===== src/hw/rtl/mcpg_pkg.sv =====
// Package for the midpoint circle point generator.
// Shared types, mode codes and arithmetic constants; no dependencies.
`default_nettype none

package mcpg_pkg;

	typedef logic [15:0] color_t;
	typedef logic [7:0]  cx_t;
	typedef logic [8:0]  cy_t;
	typedef logic [7:0]  offset_t;
	typedef logic [11:0] decision_t;

	// Command mode codes
	localparam logic MODE_START = 1'b0;
	localparam logic MODE_CONT  = 1'b1;

	// Decision constants of the midpoint recurrence
	localparam decision_t DEC_INIT     = 12'd3;
	localparam decision_t DEC_STEP_NEG = 12'd6;
	localparam decision_t DEC_STEP_POS = 12'd10;

	// Points per octant set and set-descriptor queue depth
	localparam int POINTS_PER_SET = 8;
	localparam int IDX_W          = $clog2(POINTS_PER_SET);
	localparam int QUEUE_DEPTH    = 2;

	// Default coordinate widths
	localparam int X_BITS_DEF = 8;
	localparam int Y_BITS_DEF = 9;

	// One octant set: center, offsets, color and end-of-circle flag
	typedef struct packed {
		cx_t     cx;
		cy_t     cy;
		offset_t xo;
		offset_t yo;
		color_t  color;
		logic    fin;
	} set_t;

endpackage

`default_nettype wire


===== src/hw/rtl/mcpg_in_if.sv =====
// Command channel interface of the midpoint circle point generator.
// Depends on mcpg_pkg.
`default_nettype none

interface mcpg_in_if;
	logic           valid;
	logic           ready;
	logic           mode;
	mcpg_pkg::cx_t  center_x;
	mcpg_pkg::cy_t  center_y;
	mcpg_pkg::offset_t radius;

	modport source (output valid, output mode, output center_x, output center_y,
		output radius, input ready);
	modport sink (input valid, input mode, input center_x, input center_y,
		input radius, output ready);
endinterface

`default_nettype wire


===== src/hw/rtl/mcpg_out_if.sv =====
// Point channel interface of the midpoint circle point generator.
// Depends on mcpg_pkg; widths follow X_BITS and Y_BITS.
`default_nettype none

interface mcpg_out_if #(
	parameter int X_BITS = mcpg_pkg::X_BITS_DEF,
	parameter int Y_BITS = mcpg_pkg::Y_BITS_DEF
);
	logic                valid;
	logic                ready;
	logic [X_BITS-1:0]   point_x;
	logic [Y_BITS-1:0]   point_y;
	mcpg_pkg::color_t    color;
	logic                last;

	modport source (output valid, output point_x, output point_y, output color,
		output last, input ready);
	modport sink (input valid, input point_x, input point_y, input color,
		input last, output ready);
endinterface

`default_nettype wire


===== src/hw/rtl/mcpg_front.sv =====
// Front end: accepts commands, holds circle state and color register,
// runs one midpoint step per set. Depends on mcpg_pkg and mcpg_in_if.
`default_nettype none

module mcpg_front (
	input  wire logic           clk,
	input  wire logic           arst_n,
	input  wire logic           cfg_wr_en,
	input  wire mcpg_pkg::color_t cfg_wr_data,
	mcpg_in_if.sink             cmd,
	input  wire logic           q_full,
	output logic                q_push,
	output mcpg_pkg::set_t      q_data
);
	import mcpg_pkg::*;

	color_t    color_q;
	cx_t       cx_q;
	cy_t       cy_q;
	offset_t   xo_q;
	offset_t   yo_q;
	decision_t dec_q;
	logic      active_q;

	logic      start;
	cx_t       cur_cx;
	cy_t       cur_cy;
	offset_t   cur_xo;
	offset_t   cur_yo;
	decision_t cur_dec;
	decision_t nxt_dec;
	offset_t   nxt_xo;
	offset_t   nxt_yo;
	logic      y_end;
	logic      done;

	assign cmd.ready = !q_full;
	assign start     = (cmd.mode == MODE_START);

	always_comb begin
		cur_cx  = start ? cmd.center_x : cx_q;
		cur_cy  = start ? cmd.center_y : cy_q;
		cur_xo  = start ? '0 : xo_q;
		cur_yo  = start ? cmd.radius : yo_q;
		cur_dec = start ? (DEC_INIT - {3'b000, cmd.radius, 1'b0}) : dec_q;

		// sign bit of the 12-bit decision picks the step
		if (cur_dec[11]) begin
			nxt_dec = cur_dec + {2'b00, cur_xo, 2'b00} + DEC_STEP_NEG;
			nxt_yo  = cur_yo;
			y_end   = 1'b0;
		end else begin
			nxt_dec = cur_dec + {2'b00, cur_xo, 2'b00} - {2'b00, cur_yo, 2'b00}
				+ DEC_STEP_POS;
			y_end   = (cur_yo == '0);
			nxt_yo  = y_end ? cur_yo : cur_yo - 8'd1;
		end
		nxt_xo = cur_xo + 8'd1;
		done   = y_end || (nxt_xo > nxt_yo) || (nxt_xo == '0);
	end

	assign q_push = cmd.valid && cmd.ready && (start || active_q);

	always_comb begin
		q_data.cx    = cur_cx;
		q_data.cy    = cur_cy;
		q_data.xo    = cur_xo;
		q_data.yo    = cur_yo;
		q_data.color = color_q;
		q_data.fin   = done;
	end

	always_ff @(posedge clk or negedge arst_n) begin
		if (!arst_n) begin
			color_q  <= '0;
			cx_q     <= '0;
			cy_q     <= '0;
			xo_q     <= '0;
			yo_q     <= '0;
			dec_q    <= '0;
			active_q <= 1'b0;
		end else begin
			if (cfg_wr_en) begin
				color_q <= cfg_wr_data;
			end
			if (q_push) begin
				cx_q     <= cur_cx;
				cy_q     <= cur_cy;
				xo_q     <= nxt_xo;
				yo_q     <= nxt_yo;
				dec_q    <= nxt_dec;
				active_q <= !done;
			end
		end
	end

	// a continue with no circle in progress must not reach the queue
	a_no_idle_push: assert property (@(posedge clk) disable iff (!arst_n)
		(cmd.valid && cmd.mode == MODE_CONT && !active_q) |-> !q_push)
		else $error("continue pushed without active circle");
	// a finished set clears the circle
	a_fin_clears: assert property (@(posedge clk) disable iff (!arst_n)
		(q_push && q_data.fin) |=> !active_q)
		else $error("circle still active after final set");
	// offsets never cross while a circle is in progress
	a_offsets_order: assert property (@(posedge clk) disable iff (!arst_n)
		active_q |-> (xo_q <= yo_q))
		else $error("x offset passed y offset on active circle");

endmodule

`default_nettype wire


===== src/hw/rtl/mcpg_queue.sv =====
// Short FIFO of octant-set descriptors between front and back end.
// Depends on mcpg_pkg.
`default_nettype none

module mcpg_queue (
	input  wire logic           clk,
	input  wire logic           arst_n,
	input  wire logic           push,
	input  wire mcpg_pkg::set_t push_data,
	input  wire logic           pop,
	output logic                full,
	output logic                not_empty,
	output mcpg_pkg::set_t      head
);
	import mcpg_pkg::*;

	localparam int PTR_W = (QUEUE_DEPTH > 1) ? $clog2(QUEUE_DEPTH) : 1;
	localparam int CNT_W = $clog2(QUEUE_DEPTH + 1);

	set_t             mem_q [QUEUE_DEPTH];
	logic [PTR_W-1:0] wr_ptr_q;
	logic [PTR_W-1:0] rd_ptr_q;
	logic [CNT_W-1:0] count_q;

	assign full      = (count_q == CNT_W'(QUEUE_DEPTH));
	assign not_empty = (count_q != '0);
	assign head      = mem_q[rd_ptr_q];

	always_ff @(posedge clk) begin
		if (push) begin
			mem_q[wr_ptr_q] <= push_data;
		end
	end

	always_ff @(posedge clk or negedge arst_n) begin
		if (!arst_n) begin
			wr_ptr_q <= '0;
			rd_ptr_q <= '0;
			count_q  <= '0;
		end else begin
			if (push) begin
				wr_ptr_q <= (wr_ptr_q == PTR_W'(QUEUE_DEPTH - 1)) ? '0 : wr_ptr_q + 1'b1;
			end
			if (pop) begin
				rd_ptr_q <= (rd_ptr_q == PTR_W'(QUEUE_DEPTH - 1)) ? '0 : rd_ptr_q + 1'b1;
			end
			unique case ({push, pop})
				2'b10:   count_q <= count_q + 1'b1;
				2'b01:   count_q <= count_q - 1'b1;
				default: count_q <= count_q;
			endcase
		end
	end

	a_no_overflow: assert property (@(posedge clk) disable iff (!arst_n)
		push |-> !full)
		else $error("push into full queue");
	a_no_underflow: assert property (@(posedge clk) disable iff (!arst_n)
		pop |-> not_empty)
		else $error("pop from empty queue");
	a_count_range: assert property (@(posedge clk) disable iff (!arst_n)
		count_q <= CNT_W'(QUEUE_DEPTH))
		else $error("queue count out of range");

endmodule

`default_nettype wire


===== src/hw/rtl/mcpg_back.sv =====
// Back end: walks the eight octant points of the head set into the
// output register. Depends on mcpg_pkg and mcpg_out_if.
`default_nettype none

module mcpg_back #(
	parameter int X_BITS = mcpg_pkg::X_BITS_DEF,
	parameter int Y_BITS = mcpg_pkg::Y_BITS_DEF
) (
	input  wire logic           clk,
	input  wire logic           arst_n,
	input  wire logic           q_valid,
	input  wire mcpg_pkg::set_t q_data,
	output logic                q_pop,
	mcpg_out_if.source          pnt
);
	import mcpg_pkg::*;

	localparam int XW = (X_BITS > 8) ? X_BITS : 8;
	localparam int YW = (Y_BITS > 9) ? Y_BITS : 9;
	localparam logic [IDX_W-1:0] IDX_LAST = IDX_W'(POINTS_PER_SET - 1);

	logic [IDX_W-1:0]  idx_q;
	logic              valid_q;
	logic [X_BITS-1:0] px_q;
	logic [Y_BITS-1:0] py_q;
	color_t            color_q;
	logic              last_q;

	logic              load;
	offset_t           x_off;
	offset_t           y_off;
	logic [XW-1:0]     x_full;
	logic [YW-1:0]     y_full;

	assign load  = q_valid && (!valid_q || pnt.ready);
	assign q_pop = load && (idx_q == IDX_LAST);

	// bit 2 swaps offsets, bit 1 negates x, bit 0 negates y
	always_comb begin
		x_off  = idx_q[2] ? q_data.yo : q_data.xo;
		y_off  = idx_q[2] ? q_data.xo : q_data.yo;
		x_full = idx_q[1] ? (XW'(q_data.cx) - XW'(x_off)) : (XW'(q_data.cx) + XW'(x_off));
		y_full = idx_q[0] ? (YW'(q_data.cy) - YW'(y_off)) : (YW'(q_data.cy) + YW'(y_off));
	end

	always_ff @(posedge clk) begin
		if (load) begin
			px_q    <= x_full[X_BITS-1:0];
			py_q    <= y_full[Y_BITS-1:0];
			color_q <= q_data.color;
			last_q  <= q_data.fin && (idx_q == IDX_LAST);
		end
	end

	always_ff @(posedge clk or negedge arst_n) begin
		if (!arst_n) begin
			idx_q   <= '0;
			valid_q <= 1'b0;
		end else begin
			if (load) begin
				idx_q   <= idx_q + 1'b1;
				valid_q <= 1'b1;
			end else if (pnt.ready) begin
				valid_q <= 1'b0;
			end
		end
	end

	assign pnt.valid   = valid_q;
	assign pnt.point_x = px_q;
	assign pnt.point_y = py_q;
	assign pnt.color   = color_q;
	assign pnt.last    = last_q;

	// a set is held at the queue head until all eight points are out
	a_head_held: assert property (@(posedge clk) disable iff (!arst_n)
		(idx_q != '0) |-> q_valid)
		else $error("set left queue mid-walk");
	// a stalled output freezes the point index
	a_stall_holds_idx: assert property (@(posedge clk) disable iff (!arst_n)
		(valid_q && !pnt.ready) |=> $stable(idx_q))
		else $error("point index moved under stall");
	// the flagged point is always the eighth of its set
	a_last_position: assert property (@(posedge clk) disable iff (!arst_n)
		(valid_q && last_q) |-> (idx_q == '0))
		else $error("last flag on wrong point");

endmodule

`default_nettype wire


===== src/hw/rtl/midpoint_circle_point_generator_unit.sv =====
// Top level of the midpoint circle point generator.
// Depends on mcpg_pkg, mcpg_in_if, mcpg_out_if, mcpg_front, mcpg_queue, mcpg_back.
//
// Usage:
//   cmd  (valid/ready): one transaction per command. mode = start loads
//        center_x, center_y and radius and produces the first octant set;
//        mode = continue produces the next set of the circle in progress.
//        A continue with no circle in progress is consumed and yields nothing.
//   pnt  (valid/ready): eight point transactions per set, in octant order,
//        each tagged with the foreground color; last marks the final point
//        of the whole circle.
//   cfg_wr_en / cfg_wr_data: writes the foreground color (write while idle).
// Order: with the back end idle, a set pushed into the queue by the command
//   transaction yields its first point in the output register, built from the
//   queue head; the remaining seven follow one per cycle while pnt.ready is high.
// Throughput: bound by the point channel, which moves one point per cycle
//   while the receiver is ready. A two-entry set queue lets the front take
//   commands while the back is still walking earlier sets.
// Receiver stall: the output register holds its point; once the queue fills,
//   cmd.ready drops. Nothing is lost or repeated.
// Reset: arst_n clears the color to 0, drops any circle in progress and
//   empties the queue and the output register.
`default_nettype none

module midpoint_circle_point_generator_unit #(
	parameter int X_BITS = mcpg_pkg::X_BITS_DEF,
	parameter int Y_BITS = mcpg_pkg::Y_BITS_DEF
) (
	input  wire logic             clk,
	input  wire logic             arst_n,
	input  wire logic             cfg_wr_en,
	input  wire mcpg_pkg::color_t cfg_wr_data,
	mcpg_in_if.sink               cmd,
	mcpg_out_if.source            pnt
);
	import mcpg_pkg::*;

	// front -> queue
	logic q_push;
	set_t q_push_data;
	logic q_full;

	// queue -> back
	logic q_pop;
	logic q_not_empty;
	set_t q_head;

	mcpg_front u_front (
		.clk         (clk),
		.arst_n      (arst_n),
		.cfg_wr_en   (cfg_wr_en),
		.cfg_wr_data (cfg_wr_data),
		.cmd         (cmd),
		.q_full      (q_full),
		.q_push      (q_push),
		.q_data      (q_push_data)
	);

	mcpg_queue u_queue (
		.clk       (clk),
		.arst_n    (arst_n),
		.push      (q_push),
		.push_data (q_push_data),
		.pop       (q_pop),
		.full      (q_full),
		.not_empty (q_not_empty),
		.head      (q_head)
	);

	mcpg_back #(
		.X_BITS (X_BITS),
		.Y_BITS (Y_BITS)
	) u_back (
		.clk     (clk),
		.arst_n  (arst_n),
		.q_valid (q_not_empty),
		.q_data  (q_head),
		.q_pop   (q_pop),
		.pnt     (pnt)
	);

endmodule

`default_nettype wire

===== src/flat_wrapper.sv =====
// flat-port wrapper written by rule: the top's interface ports become plain ports
module midpoint_circle_point_generator_unit_flat import mcpg_pkg::*;
#(
	parameter int X_BITS = mcpg_pkg::X_BITS_DEF,
	parameter int Y_BITS = mcpg_pkg::Y_BITS_DEF
)
  (clk, arst_n, cfg_wr_en, cfg_wr_data, cmd_valid, cmd_mode, cmd_center_x, cmd_center_y, cmd_radius, cmd_ready, pnt_valid, pnt_point_x, pnt_point_y, pnt_color, pnt_last, pnt_ready);
  mcpg_in_if cmd_i ();
  mcpg_out_if #(.X_BITS(X_BITS), .Y_BITS(Y_BITS)) pnt_i ();
  input  wire logic clk;
  input  wire logic arst_n;
  input  wire logic cfg_wr_en;
  input  wire mcpg_pkg::color_t cfg_wr_data;
  input wire logic [$bits(cmd_i.valid)-1:0] cmd_valid;
  input wire logic [$bits(cmd_i.mode)-1:0] cmd_mode;
  input wire logic [$bits(cmd_i.center_x)-1:0] cmd_center_x;
  input wire logic [$bits(cmd_i.center_y)-1:0] cmd_center_y;
  input wire logic [$bits(cmd_i.radius)-1:0] cmd_radius;
  output wire logic [$bits(cmd_i.ready)-1:0] cmd_ready;
  output wire logic [$bits(pnt_i.valid)-1:0] pnt_valid;
  output wire logic [$bits(pnt_i.point_x)-1:0] pnt_point_x;
  output wire logic [$bits(pnt_i.point_y)-1:0] pnt_point_y;
  output wire logic [$bits(pnt_i.color)-1:0] pnt_color;
  output wire logic [$bits(pnt_i.last)-1:0] pnt_last;
  input wire logic [$bits(pnt_i.ready)-1:0] pnt_ready;
  assign cmd_i.valid = cmd_valid;
  assign cmd_i.mode = cmd_mode;
  assign cmd_i.center_x = cmd_center_x;
  assign cmd_i.center_y = cmd_center_y;
  assign cmd_i.radius = cmd_radius;
  assign cmd_ready = cmd_i.ready;
  assign pnt_valid = pnt_i.valid;
  assign pnt_point_x = pnt_i.point_x;
  assign pnt_point_y = pnt_i.point_y;
  assign pnt_color = pnt_i.color;
  assign pnt_last = pnt_i.last;
  assign pnt_i.ready = pnt_ready;
  midpoint_circle_point_generator_unit #(.X_BITS(X_BITS), .Y_BITS(Y_BITS)) u_core (.clk(clk), .arst_n(arst_n), .cfg_wr_en(cfg_wr_en), .cfg_wr_data(cfg_wr_data), .cmd(cmd_i), .pnt(pnt_i));
endmodule

===== config.mk =====
export PLATFORM = sky130hd
export DESIGN_NAME = midpoint_circle_point_generator_unit_flat
export DESIGN_NICKNAME = d
export VERILOG_FILES = /design/src/hw/rtl/mcpg_pkg.sv /design/src/hw/rtl/mcpg_in_if.sv /design/src/hw/rtl/mcpg_out_if.sv /design/src/hw/rtl/mcpg_front.sv /design/src/hw/rtl/mcpg_queue.sv /design/src/hw/rtl/mcpg_back.sv /design/src/hw/rtl/midpoint_circle_point_generator_unit.sv /design/src/flat_wrapper.sv
export SDC_FILE = /design/constraint.sdc
export NUM_CORES = 1
export LEC_CHECK = 0
export BUFFER_PORTS_ARGS = -buffer_cell sky130_fd_sc_hd__buf_2
export CELL_PAD_IN_SITES_DETAIL_PLACEMENT = 1
export CELL_PAD_IN_SITES_GLOBAL_PLACEMENT = 1
export CORE_MARGIN = 3
export CORE_UTILIZATION = 53
export CTS_BUF_LIST = sky130_fd_sc_hd__clkbuf_16
export CTS_CLUSTER_SIZE = 40
export DETAILED_ROUTE_END_ITERATION = 10
export MAX_ROUTING_LAYER = met4
export PLACE_DENSITY = 0.93
export SLEW_MARGIN = 20
export SYNTH_ARGS = -nofsm -noshare
export SYNTH_HDL_FRONTEND = slang
export SYNTH_HIERARCHICAL = 1
export SYNTH_SLANG_ARGS = --single-unit

===== constraint.sdc =====
create_clock -name clk -period 7.5 [get_ports clk]
set_clock_uncertainty 0.15 [all_clocks]
set_input_delay 0.75 -clock clk [delete_from_list [all_inputs] [get_ports clk]]
set_output_delay 0.75 -clock clk [all_outputs]
set_load 0.01 [all_outputs]

==> Word-level counts from Yosys, hierarchy flattened <==
Memories as Yosys holds them, arrays and structs flattened.
Index checks and enable logic that the tools add are counted.
W data, S select, Z words.
{ "word_totals": {"input_bits": 47, "ff_bits": 104, "out_inout_bits": 36, "mem_count": 1, "ramBits": 100, "wordCells": 76} }
{ "memory_table": {"columns": ["name", "depth", "word_bits", "rd", "rd_clocked_by_memory_dff", "write_ports", "line_no", "text"], "rows": [
  ["u_core.u_queue.mem_q", 2, 50, 1, 0, 1, "mcpg_queue.sv:20", "set_t mem_q [QUEUE_DEPTH];"]
]} }
{ "classes": {"n_reduce_logical": 17, "bitwise_logic": 1, "order_cmp": 1, "addsub": 16, "muxes": 20, "eq_ne": 4} }
{ "ops": {"columns": ["op", "n"], "rows": [
  ["$mux W8", 8],
  ["$mux W12", 2],
  ["$mux W9", 2],
  ["$logic_not A8 Y1", 2],
  ["$add A12 B10 Y12", 1],
  ["$add A12 B3 Y12 const B", 1],
  ["$add A12 B4 Y12 const B", 1],
  ["$sub A12 B10 Y12", 1],
  ["$sub A2 B9 Y10 const A", 1],
  ["$add A9 B8 Y9", 1],
  ["$sub A9 B8 Y9", 1],
  ["$add A8 B1 Y8 const B", 1],
  ["$add A8 B8 Y8", 1],
  ["$gt A8 B8 Y1", 1],
  ["$sub A8 B1 Y8 const B", 1],
  ["$sub A8 B8 Y8", 1],
  ["$mux W1", 7],
  ["$reduce_bool A2 Y1", 3],
  ["$logic_and A1 B1 Y1", 5],
  ["$eq A2 B2 Y1 const B", 2],
  ["$logic_or A1 B1 Y1", 4],
  ["$pmux W2 S2", 1],
  ["$add A3 B1 Y3 const B", 1],
  ["$eq A3 B3 Y1 const B", 1],
  ["6 further kinds", 9]
]} }

==> Depth between registers and ports, before layout <==
Gate-level depths: netlist of run 1.
{ "depth": {"depth_word": 8, "depth_mapped": 22, "ltp_nobuf": 19} }

==> By module <==
The synthesis of run 1 kept the hierarchy.
{ "modules_own_cells": {"columns": ["mod", "instances", "cells_per_inst", "seq_area_each_um2", "area_each_um2"], "rows": [
  ["mcpg_front", 1, 534, 1526.5, 4538.1],
  ["mcpg_queue", 1, 172, 3103.0, 4047.6],
  ["mcpg_back", 1, 223, 1121.1, 2457.4]
]} }

==> Worst setup path after synthesis of run 1 <==
Ideal clock, no wire load.
{ "synth_timing": {"kind": "input to register", "startpoint": "in cmd_mode", "endpoint": "reg u_core.u_front.dec_q[10]", "t_required_ns": 7.226, "t_arrival_ns": 5.112, "path_buffers": 5, "path_stages": 21, "setup_time_ns": 0.124, "slack_ns": 2.114, "cell_sequence": "buf_2 buf_2 buf_1 clkbuf_1 clkbuf_1 and2_1 ha_1 a21o_1 a21oi_1 and2_1 xor2_1 inv_1 ha_1 ha_1 and2_1 a221o_1 o21a_1 a31oi_1 xor2_1 o21ai_0 o21bai_1"} }
{ "synth_lines": {"columns": ["element", "line_no", "text"], "rows": [
  ["from (decl)", "flat_wrapper.sv:15", "input wire logic [$bits(cmd_i.mode)-1:0] cmd_mode;"],
  ["to (signal assigned)", "mcpg_front.sv:91", "dec_q <= nxt_dec;"],
  ["to (decl)", "mcpg_front.sv:22", "decision_t dec_q;"]
]} }

==> flow_summary.ini, run 1 <==
[final_layout]
drive_gt1_share_pct = 22.86
fin_util_pct = 61.32
areaGrowthSynthToFinish_pct = 13.09
insertedDiodeCount = 0
fin_nets = 1120
num-fill-cells = 2080

[synth]
async_reset_ff_share_pct = 33.99
synth_warnings = 6
yosysSeqAreaShare_pct = 52.07
syn-num-nets = 1038
syn_area_um2 = 11040
ys_types = 65
postSynthAreaPerCell_um2 = 11.89
synth_edf_count = 134
synth_cells = 929
ys.flop_type = edfxtp_1
ys_ff_latch = 203

[routing]
drcViolationCount = 0
drtIter0Drc = 532
first_pass_iters = 5
drt-total-wl_um = 32040
wl_per_cell_um = 24.68
ant_nets = 0
viasPerCell = 6.072
via_count = 7882

[flow_run]
drv_cap = 0

[clock_tree]
cts-root-buf = clkbuf_16
cts_buffers = 23
cts.repair.resized = 0
htreeDepth = 1
numClockSinks = 203
cts.path.max_buffers = 3
clock_latency_ns = 0.53
hold_buffers = 0
postCtsSetupBuffers = 0
cts_tree = done
clk_pin_slew_ns = 0.07

[critical_path]
critPathLaunch = cmd_mode
required_ns = 7.57
end_kind = flop
arrival_ns = 5.31
crit_path_max_fanout = 42
start_kind = input pin
setup.worst_path.class = in2reg
reg2reg_from = u_core/u_front/xo_q[3]

[worst_hold_path]
hold_class = in2async

[global_route]
first_global_vias = 8572
gr-total-overflow = 0
grt_max_degree = 59
grt_pass1_wl_um = 49760
grt_use_total_pct = 29.45
met3_usage_pct = 3.552
grt_use_met1_pct = 35.11
use_met2_pct = 51.20
antenna_found_initial = 0
busiest_layer = met2

[placement]
routabilityCongestion = 0.9077
hpwlAfterDp_um = 20160
io_buffers = 82

[timing]
holdWs_ns = -0.006009
fin_crit_sh_pct = 69.84
relSlewSlack_pct = 39.74
finalSetupViolCount = 0
setup_tns_ns = 0
max_slew.worst_pin.slew_ns = 0.9039
timing.fmax_ghz = 0.1909
slew_violations = 0
rsz0062_at_grt = false
final_hold_viol_count = 4
fin_crit_ns = 5.238

[power_and_ir_drop]
ir_drop_mv = 0.2645
power_w = 0.006396
power_density_nw_per_um2 = 512.2
p_leak_nw = 5.432

[floorplan]
die_h_um = 150.3
initial_core_util_pct = 54.23
row_count = 52
core_um2 = 20360
die_w_um = 150.3
die_area_um2 = 22600
ios = 83

[run_status]
outcome = finished, violations left
violations = hold timing
## cell families after synthesis
group | after synthesis | share of synthesized area, %
simple gates | 266 | 11.04
flops | 203 | 52.07
compound gates | 143 | 7.954
mux | 114 | 13.06
buf+inv | 79 | 3.728
xor+xnor | 62 | 4.917
fa+ha+maj | 62 | 7.229
## stage by stage
step	area [um^2]	std cells	setup WS (ns)
after floorplan	11040	929	2.114
after global placement	11640	1256	2.173
after detailed placement	11640	1256	1.889
after CTS	12490	1298	2.353
after global routing	12490	1298	2.017
final	12490	1298	2.262
## metal layers
layer / up-vias / wire, um / share of wire, %
met1: 3967 / 12440 / 39
met2: 337 / 16510 / 52
met5: - / 0 / 0
li1: 3476 / - / -
met4: 0 / 1397 / 4.4
met3: 102 / 1688 / 5.3
## final timing paths
path / end / slack [ns] / depth (start not counted)
worst max-delay path: u_core/u_queue/mem_q[0][0] / 2.26 / 14
worst min-delay path: u_core/u_front/yo_q[1] / -0.006 / 1
worst max register to register: u_core/u_front/dec_q[10] / 3.14 / 16
worst min register to register: u_core/u_front/cy_q[8] / 0.33 / 2
max in group asynchronous: u_core/u_queue/rd_ptr_q / 6.21 / 2
min in group clk: u_core/u_front/color_q[12] / 0.32 / 2
## Yosys cell counts (4+ instances only)
cell / count / area [um^2]
a31oi_1: 5 / 31.28
nand2b_1: 7 / 43.79
and2_1: 11 / 68.82
o21ai_0: 48 / 240.2
o21bai_1: 6 / 45.04
a21o_1: 7 / 52.55
or2_2: 4 / 25.02
mux2i_1: 23 / 230.2
nor3_1: 20 / 100.1
a21oi_1: 36 / 180.2
inv_1: 46 / 172.7
nand2_1: 125 / 469.2
ha_1: 59 / 738.2
o21a_1: 8 / 60.06
clkbuf_1: 14 / 52.55
xor2_1: 24 / 210.2
xnor2_1: 38 / 332.8
nor2b_1: 9 / 56.30
nand3_1: 11 / 55.05
a211oi_1: 4 / 30.03
nor3b_1: 5 / 37.54
buf_12: 5 / 100.1
mux2_2: 41 / 461.7
edfxtp_1: 134 / 4024
dfrtp_1: 69 / 1727
mux2_4: 50 / 750.7
or3_1: 4 / 25.02
buf_2: 6 / 30.03
nor2_1: 55 / 206.5
## layout by cell type, fill, tap and decap left out, types with 5 or more instances in the layout
master,Yosys,layout
xor2_1,24,24
nand3_1,11,11
mux2_2,41,41
nand2_1,125,125
a21o_1,7,7
o21ai_0,48,48
o21a_1,8,8
nor2b_1,9,9
mux2i_1,23,23
nor3b_1,5,5
o21bai_1,6,6
a31oi_1,5,5
a21oi_1,36,36
buf_4,2,9
edfxtp_1,134,134
mux2_4,50,50
bufinv_16,0,6
ha_1,59,59
nor3_1,20,20
dfrtp_1,69,68
nand2b_1,7,7
nor2_1,55,54
buf_2,6,81
inv_1,46,47
clkbuf_16,0,23
and2_1,11,10
xnor2_1,38,38
## power breakdown
part           total, W  leakage (nW)  switching (W)  internal [W]
Combinational   0.00314          2.90        0.00186       0.00128
Sequential      0.00198          2.11       0.000236       0.00174
Clock           0.00128         0.423       0.000500      0.000776
## state kept, by name (all words and copies together) (netlist names), 9 cells and up
signal / flops
u_core/u_front/color_q: 16
u_core/u_front/dec_q: 11
u_core/u_back/pnt.color: 16
u_core/u_queue/mem_q: 100
u_core/u_back/pnt.point_y: 9
u_core/u_front/cy_q: 9
## worst max-delay path, cell delays in order
cell and delay (ns):
buf_2 0.66, buf_4 0.39, mux2i_1 0.40, ha_1 0.25
or3b_2 0.55, nand2_1 0.17, mux2_2 0.37, ha_1 0.34
nor2b_1 0.17, o21ai_0 0.29, a21oi_1 0.13, o21bai_1 0.21
a21oi_1 0.11, or3_1 0.48
## layout make-up
type / count / area, um^2 / area share [%]
clock buffers: 23 / 575.6 / 4.609
flip-flops and latches: 203 / 5752 / 46.06
clock inverters: 19 / 276.5 / 2.214
inverters: 46 / 172.7 / 1.383
well taps: 270 / 337.8 / 2.705
repair buffers: 90 / 473.0 / 3.787
multi-input cells: 647 / 4901 / 39.24
Power figures use the tool's default switching activity.
==> inputs of run 2 (changes only) <==
Settings changed: ABC_AREA set to 1, CORE_UTILIZATION 53 to 43, PLACE_DENSITY 0.93 to 0.85.
Clock period 7.5 ns to 4.65 ns, I/O delays scaled along.
==> run 2 against run 1 <==
Against the previous run:
- critical path depth rose by 15
- wire length fell by 9.1%
- the run now ends clean
- cell count rose by 27%
- non-clock buffer count rose by 6
==> flow_summary.ini, run 2 <==
[critical_path]
rrSetupSlack_ns = 0.98
crit_top_cell = nand2_1
max_stage_delay_ns = 0.38
start_kind = input pin
end_kind = flop
crit_path_max_fanout = 7
arrival_ns = 4.05
reg2reg_from = u_core/u_back/idx_q[2]
r2r_end = u_core/u_back/pnt.point_y[8]
setup.worst_path.class = in2reg
required_ns = 4.89
worstRegToRegCells = 11
slowest_stage = ha_1

[routing]
drtIter0Drc = 543
drcViolationCount = 0
via_count = 8596
wl_per_cell_um = 17.62
viasPerCell = 5.203
drt-total-wl_um = 29110
first_pass_iters = 5
ant_nets = 0

[flow_run]
drv_cap = 0

[timing]
fin_crit_ns = 3.811
rsz0062_at_grt = false
max_slew.worst_pin.slew_ns = 0.9837
relSlewSlack_pct = 34.02
final_hold_viol_count = 0
fin_crit_sh_pct = 81.96
finalSetupViolCount = 0
setup_tns_ns = 0
slew_violations = 0
holdWs_ns = 0.03055
timing.fmax_ghz = 0.2624

[clock_tree]
cts_buffers = 23
htreeDepth = 1
clk_pin_slew_ns = 0.06
clock_latency_ns = 0.52
cts_tree = done
numClockSinks = 203
postCtsSetupBuffers = 0
cts.path.max_buffers = 3
cts-root-buf = clkbuf_16

[run_status]
outcome = completed

[synth]
ys_ff_latch = 203
netlist.area_leader.share_pct = 35.33
syn-num-nets = 1329
synth_cells = 1220
synth_edf_count = 134
ys_types = 48
synth_warnings = 6
ys.flop_type = edfxtp_1
syn_area_um2 = 11390
synth.area.top_cells = edfxtp_1 (35%), dfrtp_1 (15%), nand2_1 (10%)
synth_top_area_cell = edfxtp_1
async_reset_ff_share_pct = 33.99
postSynthAreaPerCell_um2 = 9.337
synth_most_common_cell = nand2_1
synth_common_cells = nand2_1 (308), inv_1 (184), edfxtp_1 (134), o21ai_0 (80), dfrtp_1 (69)
yosysSeqAreaShare_pct = 50.48

[global_route]
grt_max_degree = 70
grt_use_total_pct = 20.91
antenna_found_initial = 0
gr-total-overflow = 0
first_global_vias = 9056
grt_pass1_wl_um = 46950

[floorplan]
die_area_um2 = 28480
row_count = 58
core_um2 = 25620
ios = 83
die_w_um = 168.8
die_h_um = 168.8
initial_core_util_pct = 44.47

[worst_hold_path]
hold_path_end = u_core/u_front/color_q[7]
hold-path-cell-count = 2
min-delay-start = cfg_wr_data[7]
hold_class = in2reg

[final_layout]
mostFrequentLayoutCells = nand2_1 (308), inv_1 (186), edfxtp_1 (134), buf_2 (81), o21ai_0 (80)
drive_gt1_share_pct = 19.06
largest_register_ff_count = 100
areaGrowthSynthToFinish_pct = 13.00
fin_nets = 1414
layout_commonest_cell = nand2_1
num-fill-cells = 2982
regMostFlops = u_core/u_queue/mem_q
fin_util_pct = 50.25
insertedDiodeCount = 0

[power_and_ir_drop]
ir_drop_mv = 0.5198
p_leak_nw = 6.049
power_density_nw_per_um2 = 768.2

[placement]
io_buffers = 82
routabilityCongestion = 0.9006
hpwlAfterDp_um = 20770
run 2: worst max-delay path by stage:
stage | startpoint | to | slack [ns] | cells past startpoint
2_1_floorplan | cmd_mode | u_core/u_queue/mem_q[0][0] | 0.63 | 8
3_3_place_gp | cmd_radius[1] | u_core/u_front/dec_q[10] | 0.47 | 29
3_5_place_dp | cmd_radius[1] | u_core/u_front/dec_q[10] | 0.34 | 29
4_1_cts | cmd_radius[1] | u_core/u_front/dec_q[10] | 0.86 | 29
5_1_grt | cmd_radius[1] | u_core/u_front/dec_q[10] | 0.45 | 29
6_report | cmd_radius[1] | u_core/u_front/dec_q[10] | 0.84 | 29
run 2: cells by family (layout without fill, tap and decap cells):
| logic type | Yosys count | after routing | share of synthesized area [%] |
|---|---|---|---|
| xor+xnor | 37 | 37 | 2.911 |
| compound gates | 198 | 198 | 10.73 |
| mux | 16 | 16 | 1.582 |
| simple gates | 476 | 476 | 18.43 |
| fa+ha+maj | 62 | 62 | 7.008 |
| buf+inv | 228 | 330 | 8.853 |
| flops | 203 | 203 | 50.48 |
run 2: stage by stage:
stage,total power (W),std cells,cell area [um^2],worst slack (ns)
2_1_floorplan,0.006659,1220,11390,0.6329
3_3_place_gp,0.007580,1608,12050,0.4732
3_5_place_dp,0.007938,1608,12050,0.3366
4_1_cts,0.009942,1651,12840,0.8570
5_1_grt,0.01065,1652,12870,0.4519
6_report,0.009888,1652,12870,0.8391
run 2: where the power goes:
group          internal [W]  leakage [nW]  switching, W
Sequential          0.00281          2.11      0.000304
Combinational       0.00170          3.54       0.00319
Clock               0.00113         0.401      0.000748
Total               0.00564          6.05       0.00424
run 2: what timing repair did:
action | 4_1_cts | 5_1_grt
gates resized for setup | 0 | 0
hold endpoints to repair | 2 | 0
hold buffers | 1 | 0
run 2: layout make-up:
| cell class | instances | area (um^2) | area share, % |
|---|---|---|---|
| multi-input combinational | 789 | 4639 | 36.04 |
| timing repair buffer | 96 | 553.0 | 4.296 |
| tap | 330 | 412.9 | 3.208 |
| sequential | 203 | 5754 | 44.70 |
| clock buffer | 23 | 575.6 | 4.471 |
| clock inverter | 19 | 211.5 | 1.643 |
| inverter | 192 | 725.7 | 5.638 |
run 2: critical path: cells and delay by family:
family	cells	cell delay [ns]
and+or+nand+nor	14	1.30
AOI/OAI and AO/OA	4	0.45
adders and majority gates	4	1.21
xor gates and xnor gates	1	0.17
buffers and inverters	6	0.44
run 2: routing by layer:
layer / global-route usage, % / share of wire [%] / up-vias
li1: - / - / 4161
met1: 25.94 / 43 / 4234
met2: 37.44 / 51 / 165
met3: 1.681 / 3.5 / 36
met4: 4.803 / 1.7 / 0
met5: - / 0 / -
==> inputs of run 3 (changes only) <==
Settings changed: CORE_UTILIZATION 43 to 47, PLACE_DENSITY 0.85 to 0.88.
Clock period 4.65 ns to 3.85 ns, I/O delays scaled along.
==> run 3 against run 2 <==
Against the previous run:
- global-route usage increased by 4.9 points
- design area is 2.5% higher
- worst setup slack worse by 0.54 ns
- critical path depth shrank 10
- sequential share of layout area decreased by 1.1 points
- count of clock-buffer cells in the layout did not move
- first-iteration DRC count rose by 3.1%
- wire length rose by 13%
- combinational power up 29%
- core utilization grew 5.6 points
- non-clock buffer count grew 47
- critical path type is now reg2reg
==> flow_summary.ini, run 3 (synthesis gave the netlist of run 2 again) <==
[critical_path]
end_kind = flop
start_kind = flop
crit_top_cell = nand2_1
crit_path_max_fanout = 4
required_ns = 4.13
setup.worst_path.class = reg2reg
max_stage_delay_ns = 0.41
arrival_ns = 3.83
critPathTopFamily = adder cells
crit_chain = inv_1 > o21ai_0 > ha_1 > inv_1 > fa_1 > inv_1 > nand2_1 > nand2_1 > nand2_1 > nand2_1 > inv_1 > ha_1 > ha_1 > nand2_1 > inv_1 > a21oi_1 > xor2_1 > nand2_1 > a31oi_1
rrSetupSlack_ns = 0.30
slowest_stage = fa_1
path_buf_inv = 5

[clock_tree]
cts_buffers = 23
postCtsSetupBuffers = 0
htreeDepth = 1
cts-root-buf = clkbuf_16
clock_latency_ns = 0.54
numClockSinks = 203
clk_pin_slew_ns = 0.06
cts.path.max_buffers = 3
cts_tree = done

[global_route]
antenna_found_initial = 0
first_global_vias = 9752
gr-total-overflow = 0
grt_max_degree = 70
grt_pass1_wl_um = 51770
grt_use_total_pct = 25.84

[final_layout]
layout_commonest_cell = nand2_1
final_cells = 1688
areaGrowthSynthToFinish_pct = 15.83
fin_util_pct = 55.88
largest_register_ff_count = 100
design_area_um2 = 13190
regMostFlops = u_core/u_queue/mem_q
seq_area_um2 = 5754
fin_nets = 1461
insertedDiodeCount = 0
drive_gt1_share_pct = 20.53
multi_input_area_um2 = 4659
mostFrequentLayoutCells = nand2_1 (308), inv_1 (190), edfxtp_1 (134), buf_2 (81), o21ai_0 (80)
num-fill-cells = 2735

[timing]
max_slew.worst_pin.slew_ns = 0.7634
rsz0062_at_grt = false
final_hold_viol_count = 0
relSlewSlack_pct = 49.10
fin_crit_ns = 3.547
slew_violations = 0
fin_crit_sh_pct = 92.14
holdWs_ns = 0.09151
timing.fmax_ghz = 0.2819
finalSetupViolCount = 0

[floorplan]
die_area_um2 = 26140
die_w_um = 161.7
ios = 83
row_count = 56
die_h_um = 161.7
initial_core_util_pct = 48.24
core_um2 = 23610

[power_and_ir_drop]
ir_drop_mv = 0.4518
swShare_pct = 43.87
power_density_nw_per_um2 = 923.3
pwr-share-clk_pct = 17.5
power_w = 0.01218
power.share.combinational_pct = 51.7
p_seq_share_pct = 30.8
p_int_w = 0.006837
switchingPower_w = 0.005344
p_leak_nw = 6.238

[routing]
drt-total-wl_um = 32900
drtIter0Drc = 560
drcViolationCount = 0
wl_per_cell_um = 19.49
via_count = 9006
first_pass_iters = 5
ant_nets = 0
viasPerCell = 5.335

[placement]
io_buffers = 82
placed_cells = 1629
placed_area_um2 = 12270
hpwlAfterDp_um = 22070
routabilityCongestion = 0.8927

[run_status]
outcome = completed

[flow_run]
drv_cap = 0

[worst_hold_path]
hold_class = in2reg
run 3: cell types whose count changed in the layout (fill, tap and decap cells not counted), sizes merged:
| cell | delta |
|---|---|
| inv | +2 |
| buf | +31 |
| bufinv | -2 |
| clkinvlp | +1 |
| clkinv | -1 |
| dlygate4sd3 | +16 |
run 3: worst register-to-register path, delay by kind of cell, from the launching register on:
family	cells	cell delay [ns]
buffers and inverters	5	0.39
adder cells (fa/ha/maj)	4	1.25
XOR/XNOR	1	0.23
flip-flops	1	0.32
AO/OA/AOI/OAI	3	0.53
AND/OR/NAND/NOR	6	0.59
run 3: path summary, 6_finish.rpt:
path | start | to | cells after the start
min reg2reg | u_core/u_front/color_q[15] | u_core/u_queue/mem_q[0][16] | 0
max in group asynchronous | arst_n | u_core/u_queue/rd_ptr_q | 2
min | pnt_ready | u_core/u_back/pnt.valid | 4
max | u_core/u_front/dec_q[2] | u_core/u_front/dec_q[7] | 19
max reg2reg | u_core/u_front/dec_q[2] | u_core/u_front/dec_q[7] | 19
min in group asynchronous | arst_n | u_core/u_front/cy_q[1] | 2
run 3: cell type report:
cell class / instances / share of cell area [%]
clock buffers: 23 / 4.362
clock inverters: 19 / 1.138
well taps: 319 / 3.025
flip-flops and latches: 203 / 43.61
inverters: 192 / 5.500
repair buffers: 143 / 7.046
multi-input cells: 789 / 35.32
run 3: through the flow:
| step | setup WS, ns | TNS, ns |
|---|---|---|
| after CTS | 0.2833 | 0 |
| after global placement | -0.04852 | -0.08457 |
| after detailed placement | -0.2727 | -0.7576 |
| final | 0.3027 | 0 |
| after global routing | 0.003853 | 0 |
| after floorplan | 0.1431 | 0 |
run 3: power groups by stage:
stage / clock network [W] / logic (W) / registers (W)
final: 0.00213 / 0.00630 / 0.00375
after global placement: 0 / 0.00557 / 0.00368
after global routing: 0.00226 / 0.00697 / 0.00380
after floorplan: 0 / 0.00429 / 0.00375
after detailed placement: 0 / 0.00605 / 0.00375
after CTS: 0.00216 / 0.00625 / 0.00374
run 3: timing repair:
action | 4_1_cts | 5_1_grt
setup endpoints to repair | 0 | 2
gates resized for setup | 0 | 4
endpoints found under the hold margin | 85 | 0
hold buffers | 17 | 0
run 3: per-layer routing:
metal	track usage [%]	vias to the layer above	wire length [um]	share of wire, %
met5	-	-	0	0
li1	-	4253	-	-
met3	3.137	76	1326	4.0
met4	9.151	0	1024	3.1
met1	30.34	4460	13480	41
met2	46.03	217	17070	52
